===== src/design/ksb_pkg.sv =====
`timescale 1ns / 1ps
`default_nettype none
// ----------------------------------------------------------------------------
// ksb_pkg
// Shared types, codes and key translation tables for the keyboard service
// buffer.
// ----------------------------------------------------------------------------
package ksb_pkg;

  localparam int RING_SLOTS_DEF = 16;
  localparam int CMD_DEPTH      = 2;
  localparam int RES_DEPTH      = 2;
  localparam int CFG_IDX_W      = 2;

  // Service function codes
  localparam logic [7:0] OP_PEEK      = 8'h01;
  localparam logic [7:0] OP_PEEK_EXT  = 8'h11;
  localparam logic [7:0] OP_FLAGS     = 8'h02;
  localparam logic [7:0] OP_EXT_FLAGS = 8'h12;

  // Configuration register indexes
  localparam logic [CFG_IDX_W-1:0] CFG_SHIFT     = CFG_IDX_W'(0);
  localparam logic [CFG_IDX_W-1:0] CFG_EXT_SHIFT = CFG_IDX_W'(1);

  // Special key words and scan codes
  localparam logic [15:0] KEY_ENTER = 16'h1c0d;
  localparam logic [15:0] KEY_BKSP  = 16'h0e08;
  localparam logic [15:0] KEY_ESC   = 16'h011b;
  localparam logic [7:0]  SCAN_ONE   = 8'h02;
  localparam logic [7:0]  SCAN_ZERO  = 8'h0b;
  localparam logic [7:0]  SCAN_SPACE = 8'h39;
  localparam logic [7:0]  SCAN_TAB   = 8'h0f;

  typedef struct packed {
    logic [7:0] opcode;
    logic [7:0] low_byte;
    logic       uart_ready;
    logic [7:0] uart_byte;
  } in_t;

  typedef struct packed {
    logic [15:0] key_word;
    logic        key_ready;
    logic        zero_flag;
    logic        took_uart_byte;
  } out_t;

  typedef enum logic [1:0] {
    CLS_READ  = 2'd0,
    CLS_PEEK  = 2'd1,
    CLS_FLAGS = 2'd2,
    CLS_EXT   = 2'd3
  } cls_t;

  // Classified request handed from the front end to the back end
  typedef struct packed {
    cls_t        cls;
    logic [7:0]  opcode;
    logic [7:0]  low_byte;
    logic        uart_ready;
    logic [15:0] key_word;   // translated serial byte
  } cmd_t;

  function automatic logic [7:0] letter_scan(input logic [4:0] idx);
    logic [7:0] s;
    case (idx)
      5'd0:  s = 8'h1e; 5'd1:  s = 8'h30; 5'd2:  s = 8'h2e; 5'd3:  s = 8'h20;
      5'd4:  s = 8'h12; 5'd5:  s = 8'h21; 5'd6:  s = 8'h22; 5'd7:  s = 8'h23;
      5'd8:  s = 8'h17; 5'd9:  s = 8'h24; 5'd10: s = 8'h25; 5'd11: s = 8'h26;
      5'd12: s = 8'h32; 5'd13: s = 8'h31; 5'd14: s = 8'h18; 5'd15: s = 8'h19;
      5'd16: s = 8'h10; 5'd17: s = 8'h13; 5'd18: s = 8'h1f; 5'd19: s = 8'h14;
      5'd20: s = 8'h16; 5'd21: s = 8'h2f; 5'd22: s = 8'h11; 5'd23: s = 8'h2d;
      5'd24: s = 8'h15; 5'd25: s = 8'h2c;
      default: s = 8'h00;
    endcase
    return s;
  endfunction

  // US layout scan code of an ASCII byte, zero when there is none
  function automatic logic [7:0] scan_of(input logic [7:0] c);
    logic [7:0] s;
    if (c >= 8'h31 && c <= 8'h39) begin
      s = SCAN_ONE + (c - 8'h31);
    end else if (c == 8'h30) begin
      s = SCAN_ZERO;
    end else if (c >= 8'h61 && c <= 8'h7a) begin
      s = letter_scan(5'(c - 8'h61));
    end else if (c >= 8'h41 && c <= 8'h5a) begin
      s = letter_scan(5'(c - 8'h41));
    end else begin
      case (c)
        8'h2d, 8'h5f: s = 8'h0c;
        8'h3d, 8'h2b: s = 8'h0d;
        8'h5b, 8'h7b: s = 8'h1a;
        8'h5d, 8'h7d: s = 8'h1b;
        8'h3b, 8'h3a: s = 8'h27;
        8'h27, 8'h22: s = 8'h28;
        8'h60, 8'h7e: s = 8'h29;
        8'h5c, 8'h7c: s = 8'h2b;
        8'h2c, 8'h3c: s = 8'h33;
        8'h2e, 8'h3e: s = 8'h34;
        8'h2f, 8'h3f: s = 8'h35;
        8'h20:        s = SCAN_SPACE;
        8'h09:        s = SCAN_TAB;
        default:      s = 8'h00;
      endcase
    end
    return s;
  endfunction

  function automatic logic [15:0] serial_word(input logic [7:0] c);
    logic [15:0] w;
    if (c == 8'h0d || c == 8'h0a) begin
      w = KEY_ENTER;
    end else if (c == 8'h08 || c == 8'h7f) begin
      w = KEY_BKSP;
    end else if (c == 8'h1b) begin
      w = KEY_ESC;
    end else begin
      w = {scan_of(c), c};
    end
    return w;
  endfunction

endpackage
`default_nettype wire


===== src/design/keyboard_service_buffer.sv =====
`timescale 1ns / 1ps
`default_nettype none
// ----------------------------------------------------------------------------
// keyboard_service_buffer
// Keyboard service request handler fed by a serial receiver.
// ----------------------------------------------------------------------------
// Requests enter through a push/full queue interface and every request
// produces exactly one result, read through an empty/pop queue interface in
// request order. A request is classified and its serial byte translated on
// entry, then waits in a two-entry command queue; the back end executes one
// request at a time and writes the result into a two-entry result queue.
// Flag queries, an empty ring and a key arriving from the serial byte are
// served in the back end's idle state; returning a key already held in the
// ring passes through the data state as well, set by the registered read of
// the key ring RAM. A request passes through the command queue register, the
// back end and the result queue register before empty goes low.
// A blocked read returns key_ready low and the caller retries. The shift
// state registers are written through the cfg port (always ready); the user
// must write them only while the block is idle, the block does not enforce it.
// ----------------------------------------------------------------------------
module keyboard_service_buffer import ksb_pkg::*; #(
  parameter int RING_SLOTS = RING_SLOTS_DEF
) (
  input  wire logic                 clk,
  input  wire logic                 rst,
  // request side
  input  wire logic                 push,
  output logic                      full,
  input  wire in_t                  item,
  // result side
  output logic                      empty,
  input  wire logic                 pop,
  output out_t                      result,
  // configuration writes
  input  wire logic                 cfg_valid,
  output logic                      cfg_ready,
  input  wire logic [CFG_IDX_W-1:0] cfg_index,
  input  wire logic [7:0]           cfg_data
);

  logic       cmd_pop;
  logic       cmd_empty;
  cmd_t       cmd;
  logic       res_full;
  logic       res_push;
  out_t       res;
  logic [7:0] shift_flags;
  logic [7:0] ext_shift_flags;
  logic [$bits(out_t)-1:0] res_rdata;

  // Shift state registers; writes to unknown indexes are ignored
  assign cfg_ready = 1'b1;

  always_ff @(posedge clk) begin
    if (rst) begin
      shift_flags     <= '0;
      ext_shift_flags <= '0;
    end else if (cfg_valid) begin
      unique case (cfg_index)
        CFG_SHIFT:     shift_flags     <= cfg_data;
        CFG_EXT_SHIFT: ext_shift_flags <= cfg_data;
        default:       ;
      endcase
    end
  end

  // Front end: classify and translate, queue the command
  ksb_front u_front (
    .clk       (clk),
    .rst       (rst),
    .push      (push),
    .full      (full),
    .item      (item),
    .cmd_pop   (cmd_pop),
    .cmd_empty (cmd_empty),
    .cmd       (cmd)
  );

  // Back end: key ring and result formation
  ksb_back #(
    .RING_SLOTS (RING_SLOTS)
  ) u_back (
    .clk             (clk),
    .rst             (rst),
    .cmd_empty       (cmd_empty),
    .cmd             (cmd),
    .cmd_pop         (cmd_pop),
    .shift_flags     (shift_flags),
    .ext_shift_flags (ext_shift_flags),
    .res_full        (res_full),
    .res_push        (res_push),
    .res             (res)
  );

  // Result queue decouples the back end from the consumer
  ksb_queue #(
    .WIDTH ($bits(out_t)),
    .DEPTH (RES_DEPTH)
  ) u_res_queue (
    .clk   (clk),
    .rst   (rst),
    .push  (res_push),
    .full  (res_full),
    .wdata (res),
    .pop   (pop),
    .empty (empty),
    .rdata (res_rdata)
  );

  assign result = out_t'(res_rdata);

endmodule
`default_nettype wire


===== src/design/ksb_ram.sv =====
`timescale 1ns / 1ps
`default_nettype none
// ----------------------------------------------------------------------------
// ksb_ram
// Generic single write port, single read port RAM with registered read.
// ----------------------------------------------------------------------------
module ksb_ram #(
  parameter int WIDTH = 16,
  parameter int DEPTH = 16
) (
  input  wire logic                     clk,
  input  wire logic                     we,
  input  wire logic [$clog2(DEPTH)-1:0] waddr,
  input  wire logic [WIDTH-1:0]         wdata,
  input  wire logic [$clog2(DEPTH)-1:0] raddr,
  output logic      [WIDTH-1:0]         rdata
);

  logic [WIDTH-1:0] mem [DEPTH];

  always_ff @(posedge clk) begin
    if (we) begin
      mem[waddr] <= wdata;
    end
    rdata <= mem[raddr];
  end

endmodule
`default_nettype wire


===== src/design/ksb_queue.sv =====
`timescale 1ns / 1ps
`default_nettype none
// ----------------------------------------------------------------------------
// ksb_queue
// Small register FIFO; the oldest entry is shown while empty is low.
// ----------------------------------------------------------------------------
module ksb_queue #(
  parameter int WIDTH = 8,
  parameter int DEPTH = 2
) (
  input  wire logic             clk,
  input  wire logic             rst,
  input  wire logic             push,
  output logic                  full,
  input  wire logic [WIDTH-1:0] wdata,
  input  wire logic             pop,
  output logic                  empty,
  output logic      [WIDTH-1:0] rdata
);

  localparam int PTR_W = (DEPTH > 1) ? $clog2(DEPTH) : 1;
  localparam int CNT_W = $clog2(DEPTH + 1);
  localparam logic [PTR_W-1:0] LAST = PTR_W'(DEPTH - 1);

  logic [WIDTH-1:0] slots [DEPTH];
  logic [PTR_W-1:0] wr_ptr;
  logic [PTR_W-1:0] rd_ptr;
  logic [CNT_W-1:0] count;
  logic             do_push;
  logic             do_pop;

  assign full    = (count == CNT_W'(DEPTH));
  assign empty   = (count == '0);
  assign do_push = push && !full;
  assign do_pop  = pop && !empty;
  assign rdata   = slots[rd_ptr];

  always_ff @(posedge clk) begin
    if (rst) begin
      wr_ptr <= '0;
      rd_ptr <= '0;
      count  <= '0;
    end else begin
      if (do_push) begin
        wr_ptr <= (wr_ptr == LAST) ? '0 : wr_ptr + 1'b1;
      end
      if (do_pop) begin
        rd_ptr <= (rd_ptr == LAST) ? '0 : rd_ptr + 1'b1;
      end
      if (do_push && !do_pop) begin
        count <= count + 1'b1;
      end else if (do_pop && !do_push) begin
        count <= count - 1'b1;
      end
    end
  end

  always_ff @(posedge clk) begin
    if (do_push) begin
      slots[wr_ptr] <= wdata;
    end
  end

endmodule
`default_nettype wire


===== src/design/ksb_front.sv =====
`timescale 1ns / 1ps
`default_nettype none
// ----------------------------------------------------------------------------
// ksb_front
// Takes service requests, classifies the function code, translates the
// serial byte and queues the result for the back end.
// ----------------------------------------------------------------------------
module ksb_front import ksb_pkg::*; (
  input  wire logic clk,
  input  wire logic rst,
  input  wire logic push,
  output logic      full,
  input  wire in_t  item,
  input  wire logic cmd_pop,
  output logic      cmd_empty,
  output cmd_t      cmd
);

  cmd_t                cls_cmd;
  logic [$bits(cmd_t)-1:0] q_rdata;

  always_comb begin
    cls_cmd.opcode     = item.opcode;
    cls_cmd.low_byte   = item.low_byte;
    cls_cmd.uart_ready = item.uart_ready;
    cls_cmd.key_word   = serial_word(item.uart_byte);
    unique case (item.opcode) inside
      OP_PEEK, OP_PEEK_EXT: cls_cmd.cls = CLS_PEEK;
      OP_FLAGS:             cls_cmd.cls = CLS_FLAGS;
      OP_EXT_FLAGS:         cls_cmd.cls = CLS_EXT;
      default:              cls_cmd.cls = CLS_READ;
    endcase
  end

  ksb_queue #(
    .WIDTH ($bits(cmd_t)),
    .DEPTH (CMD_DEPTH)
  ) u_cmd_queue (
    .clk   (clk),
    .rst   (rst),
    .push  (push),
    .full  (full),
    .wdata (cls_cmd),
    .pop   (cmd_pop),
    .empty (cmd_empty),
    .rdata (q_rdata)
  );

  assign cmd = cmd_t'(q_rdata);

endmodule
`default_nettype wire


===== src/design/ksb_back.sv =====
`timescale 1ns / 1ps
`default_nettype none
// ----------------------------------------------------------------------------
// ksb_back
// Carries out classified requests against the key ring and forms results.
// ----------------------------------------------------------------------------
module ksb_back import ksb_pkg::*; #(
  parameter int RING_SLOTS = RING_SLOTS_DEF
) (
  input  wire logic       clk,
  input  wire logic       rst,
  input  wire logic       cmd_empty,
  input  wire cmd_t       cmd,
  output logic            cmd_pop,
  input  wire logic [7:0] shift_flags,
  input  wire logic [7:0] ext_shift_flags,
  input  wire logic       res_full,
  output logic            res_push,
  output out_t            res
);

  localparam int SLOT_W = $clog2(RING_SLOTS);
  localparam logic [SLOT_W-1:0] LAST_SLOT = SLOT_W'(RING_SLOTS - 1);

  typedef enum logic [1:0] {
    S_IDLE = 2'b01,
    S_DATA = 2'b10
  } state_t;

  state_t            state, state_next;
  logic [SLOT_W-1:0] head_slot, head_slot_next;
  logic [SLOT_W-1:0] tail_slot, tail_slot_next;
  logic              pend_read, pend_read_next;
  logic              ring_we;
  logic [15:0]       ring_rdata;
  logic              ring_empty;

  function automatic logic [SLOT_W-1:0] next_slot(input logic [SLOT_W-1:0] s);
    return (s == LAST_SLOT) ? '0 : s + 1'b1;
  endfunction

  assign ring_empty = (head_slot == tail_slot);

  always_comb begin
    state_next     = state;
    head_slot_next = head_slot;
    tail_slot_next = tail_slot;
    pend_read_next = pend_read;
    cmd_pop        = 1'b0;
    ring_we        = 1'b0;
    res_push       = 1'b0;
    res            = '0;
    unique case (state)
      S_IDLE: begin
        // a free result slot is reserved before the request is taken
        if (!cmd_empty && !res_full) begin
          cmd_pop = 1'b1;
          unique case (cmd.cls) inside
            CLS_FLAGS: begin
              res_push      = 1'b1;
              res.key_word  = {cmd.opcode, shift_flags};
              res.key_ready = 1'b1;
            end
            CLS_EXT: begin
              res_push      = 1'b1;
              res.key_word  = {ext_shift_flags, shift_flags};
              res.key_ready = 1'b1;
            end
            CLS_PEEK, CLS_READ: begin
              if (!ring_empty) begin
                // key waiting: RAM is reading the head slot this cycle
                state_next     = S_DATA;
                pend_read_next = (cmd.cls == CLS_READ);
              end else if (cmd.uart_ready) begin
                // empty ring: the new key is the head, bypass the RAM
                ring_we            = 1'b1;
                tail_slot_next     = next_slot(tail_slot);
                res_push           = 1'b1;
                res.key_word       = cmd.key_word;
                res.key_ready      = 1'b1;
                res.took_uart_byte = 1'b1;
                if (cmd.cls == CLS_READ) begin
                  head_slot_next = next_slot(head_slot);
                end
              end else begin
                res_push = 1'b1;
                if (cmd.cls == CLS_PEEK) begin
                  res.key_word  = {cmd.opcode, cmd.low_byte};
                  res.zero_flag = 1'b1;
                end
              end
            end
          endcase
        end
      end
      S_DATA: begin
        res_push      = 1'b1;
        res.key_word  = ring_rdata;
        res.key_ready = 1'b1;
        if (pend_read) begin
          head_slot_next = next_slot(head_slot);
        end
        state_next = S_IDLE;
      end
      default: begin
        state_next = S_IDLE;
      end
    endcase
  end

  always_ff @(posedge clk) begin
    if (rst) begin
      state     <= S_IDLE;
      head_slot <= '0;
      tail_slot <= '0;
      pend_read <= 1'b0;
    end else begin
      state     <= state_next;
      head_slot <= head_slot_next;
      tail_slot <= tail_slot_next;
      pend_read <= pend_read_next;
    end
  end

  ksb_ram #(
    .WIDTH (16),
    .DEPTH (RING_SLOTS)
  ) u_key_ring (
    .clk   (clk),
    .we    (ring_we),
    .waddr (tail_slot),
    .wdata (cmd.key_word),
    .raddr (head_slot),
    .rdata (ring_rdata)
  );

endmodule
`default_nettype wire


===== config.mk =====
export PLATFORM = sky130hd
export DESIGN_NAME = keyboard_service_buffer
export DESIGN_NICKNAME = d
export VERILOG_FILES = /design/src/design/ksb_pkg.sv /design/src/design/keyboard_service_buffer.sv /design/src/design/ksb_ram.sv /design/src/design/ksb_queue.sv /design/src/design/ksb_front.sv /design/src/design/ksb_back.sv
export SDC_FILE = /design/constraint.sdc
export NUM_CORES = 1
export LEC_CHECK = 0
export BUFFER_PORTS_ARGS = -buffer_cell sky130_fd_sc_hd__buf_2
export CORE_ASPECT_RATIO = 1.4
export CORE_MARGIN = 8
export CORE_UTILIZATION = 35
export CTS_CLUSTER_SIZE = 20
export DETAILED_ROUTE_END_ITERATION = 12
export GPL_TIMING_DRIVEN = 0
export MAX_ROUTING_LAYER = met4
export PLACE_DENSITY = 0.58
export SLEW_MARGIN = 15
export SYNTH_ARGS = -nofsm -noshare
export SYNTH_HDL_FRONTEND = slang
export SYNTH_SLANG_ARGS = --single-unit

===== constraint.sdc =====
create_clock -name clk -period 6.2 [get_ports clk]
set_input_delay 0.62 -clock clk [delete_from_list [all_inputs] [get_ports clk]]
set_output_delay 0.62 -clock clk [all_outputs]
set_load 0.01 [all_outputs]

==> impl_metrics.yaml, run 1 <==
drt:
  drt_iter0_drc: 704
  dr.pass1.iters: 5
  vias_per_cell: 5.27
  wl_um: 43100
  detail_route.wl_per_cell_um: 23.3
  vias: 9752
  drc_errors: 0
  drtAntennaViolNets: 0
cts:
  cts_resized: 0
  cts.hold.buffers_added: 0
  clock_latency_ps: 540
  cts_max_level: 2
  clk_path_buf_depth: 3
  cts.sinks: 417
  cts_tree: "done"
  cts-root-buf: "clkbuf_16"
  post_cts_buffers: 0
  clk_pin_slew_ps: 70
  cts_made_buffers: 38
synth:
  synth_top_flop_cell: "edfxtp_1"
  synthCells: 1058
  ys_ff_latch: 417
  yosysUniqueCellTypes: 63
  ys_seq_area_frac: 0.688
  yosys_warnings: 0
  synth.cell_area_um2: 17400
  async_flop_share: 0
  synth-edff-count: 364
  syn_avg_cell_area_um2: 16.5
pwr:
  p_clk_frac: 0.290
  switching_share: 0.291
  combPwrFrac: 0.239
  ir_drop_mv: 0.220
  power.leakage_nw: 6.59
  p_sw_mw: 2.21
  seq_power_share: 0.471
  p_int_mw: 5.38
  power.density_nw_per_um2: 379
die:
  dieHeight_um: 280
  die_area_um2: 57300
  rows: 97
  num_io_pins: 62
  core_area_um2: 49600
  die_w_um: 205
  start_util: 0.351
worst_setup_path:
  cp_max_fo: 11
  crit_end: "u_back.u_key_ring.mem[13][4]"
  critPathArrivalTime_ps: 3630
  crit_family: "simple AND/OR/NAND/NOR gates"
  crit_top_cell: "buf_2"
  slowest_delay_ps: 620
  cp.depth: 9
  crit_buf_inv: 4
  r2r_start: "u_back.head_slot[1]"
  worstPathCellList: "clkbuf_1 -> xor2_1 -> nor4_1 -> and3_1 -> buf_2 -> buf_2 -> nand2_1 -> nor2_2 -> buf_8"
  crit_type: "reg2reg"
  cp.required_ps: 6440
  rr_worst_depth: 9
  start_kind: "flop"
  cp-startpoint: "u_back.head_slot[1]"
  rr_endpoint: "u_back.u_key_ring.mem[13][4]"
  rrSetupSlack_ps: 2810
  critPathSlowestCell: "nor2_2"
  endpoint_kind: "flop"
final_layout:
  final_util: 0.403
  area_growth_syn_to_layout_pct: 14.8
  drive_above_1_share: 0.244
  fillCellCount: 4464
  final_cells: 1852
  fin_nets: 1239
placement:
  dp_cells: 1783
  dpl.hpwl_um: 30200
  gp_congestion: 0.855
  numPortBuffers: 59
timing:
  finalSetupViolCount: 0
  rsz0062_at_grt: "false"
  max_freq_mhz: 295
  hold_violations: 0
  worst_pin_slew_ps: 1160
  drv_slew: 0
  period_needed_ps: 3390
  finalCritPeriodShare: 0.547
  fin_tns_setup_ps: 0
  relSlewSlack: 0.225
  finClkSkew_ps: 19.5
global_routing:
  grt-ovfl-total: 0
  grt_max_degree: 25
  antenna_found_initial: 2
  first_global_vias: 10182
  grt_pass1_wl_um: 64500
  grt.total_usage: 0.153
run_status:
  run_status: "finished clean"
flow_run:
  drv_cap: 0
hold_path:
  hold_class: "in2reg"
-- per-layer routing --
layer / track usage / up-vias / wire, um
met5: - / - / 0
met4: 0.0538 / 0 / 1370
met3: 0.0188 / 69 / 1880
met2: 0.274 / 258 / 23100
met1: 0.174 / 4998 / 16800
li1: - / 4427 / -
-- power by group through the flow --
stage | logic [mW] | clock network (mW) | registers (mW)
floorplan | 1.16 | 0 | 3.62
global placement | 1.75 | 0 | 3.64
detailed placement | 1.83 | 0 | 3.64
CTS | 1.84 | 2.25 | 3.58
global route | 1.95 | 2.35 | 3.60
finish | 1.81 | 2.20 | 3.57
-- cells by family (layout without fill, tap and decap cells) --
kind of cell               Yosys count  in the layout  share of synthesized area
DFF                                417            417                      0.688
xor gates and xnor gates            16             16                    0.00803
and+or+nand+nor                    225            225                     0.0650
buffers and inverters               83            229                     0.0192
muxes                              161            161                      0.153
other                                2              7                   0.000431
adders and majority gates           19             19                     0.0136
AOI/OAI and AO/OA                  135            135                     0.0537
-- worst reg2reg max path: stages, from the launching register on --
cell and delay (ps):
dfxtp_1 360, clkbuf_1 300, xor2_1 170, nor4_1 420
and3_1 240, buf_2 200, buf_2 300, nand2_1 230
nor2_2 620, buf_8 240
-- worst min-delay path by stage --
stage | to | depth (start not counted) | start | slack [ps]
global placement | shift_flags[5] | 2 | shift_flags[5] | 480
CTS | u_front.u_cmd_queue.slots[0][22] | 1 | item[14] | 230
floorplan | u_back.pend_read | 2 | u_back.pend_read | 460
global route | u_front.u_cmd_queue.slots[0][16] | 1 | item[8] | 240
detailed placement | shift_flags[3] | 2 | shift_flags[3] | 490
finish | u_front.u_cmd_queue.slots[0][22] | 1 | item[14] | 270
-- metrics by stage --
step	cell area, um2	setup slack (ps)	hold slack (ps)	power [mW]
6_report	20000	2810	268	7.59
5_1_grt	20000	2610	244	7.90
4_1_cts	20000	2820	233	7.67
3_5_place_dp	18900	2370	487	5.47
3_3_place_gp	18600	1060	476	5.39
2_1_floorplan	17500	2620	460	4.78
-- layout make-up --
type	count	area, um2	share of cell area
plain buffers	66	270	0.0135
clock inverters	19	144	0.00719
multi-input cells	561	5220	0.261
flip-flops and latches	417	12000	0.599
well taps	643	805	0.0402
diodes	2	5.00	0.000250
clock buffers	48	998	0.0499
inverters	17	63.8	0.00319
repair buffers	79	524	0.0262
-- Yosys cell counts (all sizes together), types with 14 or more instances --
library cell	instances	area share
clkbuf	39	0.0084
nor3	16	0.0046
a211oi	15	0.0065
a21oi	24	0.0069
nor2	78	0.017
dfxtp	53	0.061
o21ai	32	0.0092
edfxtp	364	0.63
nand3	14	0.0040
nand2	41	0.0088
ha	19	0.014
mux4	80	0.10
mux2	39	0.025
buf	27	0.0071
mux2i	42	0.024
inv	17	0.0037
-- registers in the layout, summed over array words and instances (netlist names), 4 cells and up, named ones only --
name,cells
u_back.u_key_ring.mem,256
u_front.u_cmd_queue.slots,70
u_res_queue.slots,38
u_back.u_key_ring.rdata,16
ext_shift_flags,8
shift_flags,8
u_back.head_slot,4
u_back.tail_slot,4
-- layout by cell type, fill, tap and decap left out, types with 7 or more instances in the layout --
cell	n
a211oi_1	15
a21oi_1	24
a222oi_1	8
buf_1	11
buf_2	75
buf_4	10
buf_8	7
clkbuf_1	48
clkbuf_16	38
clkinv_2	7
dfxtp_1	53
edfxtp_1	364
ha_1	19
inv_1	17
mux2_2	39
mux2i_1	42
mux4_2	80
nand2_1	41
nand2b_1	13
nand3_1	14
nor2_1	65
nor2_2	7
nor2b_1	7
nor3_1	12
nor4_1	9
o211a_1	8
o21ai_0	32
o31ai_1	13
xor2_1	13
No activity file was read; power rests on OpenSTA's default activity.
==> run 2, diff against run 1 <==
Clock period 6.2 ns to 3.2 ns, I/O delays scaled along.
==> run 2 against run 1 <==
Compared with the run above: cell area up 2.5%; clock skew down 3.0 ps; critical path type unchanged; setup slack worse by 2800 ps; register-to-register slack worse by 2800 ps; routed wire length grew 0.41%; hold slack worse by 240 ps; clock power up 100%; die area did not move; non-clock buffer count rose by 27.
==> impl_metrics.yaml, run 2 (synthesis results as in run 1) <==
timing:
  finClkSkew_ps: 16.4
  finalSetupViolCount: 0
  finalCritPeriodShare: 0.988
  fin_tns_setup_ps: 0
  finalWorstSetupSlack_ps: 37.9
  max_freq_mhz: 316
  period_needed_ps: 3160
  rsz0062_at_grt: "true"
  hold_violations: 0
  drv_slew: 0
  whs_ps: 25.6
  relSlewSlack: 0.272
  worst_pin_slew_ps: 1090
pwr:
  power.density_nw_per_um2: 729
  fin_total_pwr_mw: 15.0
  power.leakage_nw: 6.79
  ir_drop_mv: 0.405
final_layout:
  area_growth_syn_to_layout_pct: 17.7
  final_cells: 1881
  final_cell_mix: "364 x edfxtp_1, 80 x mux4_2, 75 x buf_2"
  final_area_um2: 20500
  drive_above_1_share: 0.252
  top_regs: "u_back.u_key_ring.mem: 256 flops, u_front.u_cmd_queue.slots: 70 flops, u_res_queue.slots: 38 flops"
  top_register: "u_back.u_key_ring.mem"
  fin_nets: 1266
  largest_reg_flops: 256
  mostFrequentLayoutCell: "edfxtp_1"
  final_util: 0.414
cts:
  cts.sinks: 417
  clk_pin_slew_ps: 60
  clock_latency_ps: 530
  clk_path_buf_depth: 3
  cts-root-buf: "clkbuf_16"
  cts_made_buffers: 38
  cts_tree: "done"
  cts_max_level: 2
drt:
  dr.pass1.iters: 6
  vias_per_cell: 5.28
  vias: 9936
  detail_route.wl_per_cell_um: 23.0
  wl_um: 43300
  drc_errors: 0
  drtAntennaViolNets: 0
  drt_iter0_drc: 783
hold_path:
  hold_class: "in2reg"
  whs_endpoint: "u_front.u_cmd_queue.slots[1][26]"
  whs_path_depth: 1
  min_from: "item[18]"
worst_setup_path:
  crit_type: "reg2reg"
  critPathArrivalTime_ps: 3390
  rrSetupSlack_ps: 40
  worstPathCellList: "buf_2 -> mux2_2 -> nor2_1 -> and3_1 -> buf_2 -> buf_2 -> nand2_1 -> nor3_4 -> buf_8"
  start_kind: "flop"
  rr_worst_depth: 9
  slowest_delay_ps: 480
  crit_top_cell: "buf_2"
  critPathSlowestCell: "mux2_2"
  cp.required_ps: 3420
  rr_endpoint: "u_back.u_key_ring.mem[0][14]"
  crit_family: "simple AND/OR/NAND/NOR gates"
  crit_buf_inv: 4
  endpoint_kind: "flop"
  cp_max_fo: 11
die:
  die_w_um: 205
  dieHeight_um: 280
  num_io_pins: 62
  start_util: 0.351
  die_area_um2: 57300
  rows: 97
  core_area_um2: 49600
global_routing:
  grt_max_degree: 26
  grt_pass1_wl_um: 64000
  grt-ovfl-total: 0
  first_global_vias: 10228
  antenna_found_initial: 1
  grt.total_usage: 0.152
placement:
  gp_congestion: 0.834
  postPlaceCellArea_um2: 18900
  place_ws_ps: -272
  dpl.hpwl_um: 29800
  dp_cells: 1779
  numPortBuffers: 59
run_status:
  run_status: "finished clean"
flow_run:
  drv_cap: 0
[run 2: worst max path at each step]
stage,startpoint,to,slack [ps],cells past startpoint
after CTS,flop,u_back.u_key_ring.mem[13][14],-120,9
final,flop,u_back.u_key_ring.mem[0][14],40,9
after detailed placement,item[1],u_front.u_cmd_queue.slots[1][10],-270,13
after global placement,flop,u_back.u_key_ring.mem[3][5],-1260,5
after floorplan,flop,u_back.u_key_ring.mem[3][0],340,5
after global routing,flop,u_back.u_key_ring.mem[0][14],-40,9
[run 2: timing repair]
action,4_1_cts,5_1_grt
endpoints found under the setup margin,132,137
resized for setup,4,10
buffers inserted,9,10
hold buffers,13,0
pin swaps,3,7
hold endpoints to repair,26,0
[run 2: power breakdown]
| part | total (mW) | internal, mW | switching, mW |
|---|---|---|---|
| logic | 3.53 | 1.35 | 2.18 |
| registers | 6.94 | 6.78 | 0.150 |
| clock network | 4.50 | 2.57 | 1.92 |
[run 2: layout make-up]
cell class	count	area, um2
Timing Repair Buffer	107	891
Inverter	17	63.8
Buffer	65	270
Multi-Input combinational cell	561	5290
Fill cell	4364	29100
Tap cell	643	805
Clock buffer	51	1020
Clock inverter	18	190
Sequential cell	417	12000
Antenna cell	2	5.00
[run 2: worst reg2reg max path: cells and delay by family, from the launching register on]
kind / cells / cell delay (ps)
AND/OR/NAND/NOR: 4 / 1110
buffers and inverters: 4 / 970
multiplexers: 1 / 480
flip-flops: 1 / 300
[run 2: layer usage]
metal | part of all wire | routed length, um | vias up | track usage
met5 | 0 | 0 | - | -
met4 | 0.030 | 1290 | 0 | 0.0503
met3 | 0.040 | 1740 | 65 | 0.0184
met2 | 0.54 | 23500 | 261 | 0.274
met1 | 0.39 | 16800 | 5108 | 0.173
li1 | - | - | 4502 | -
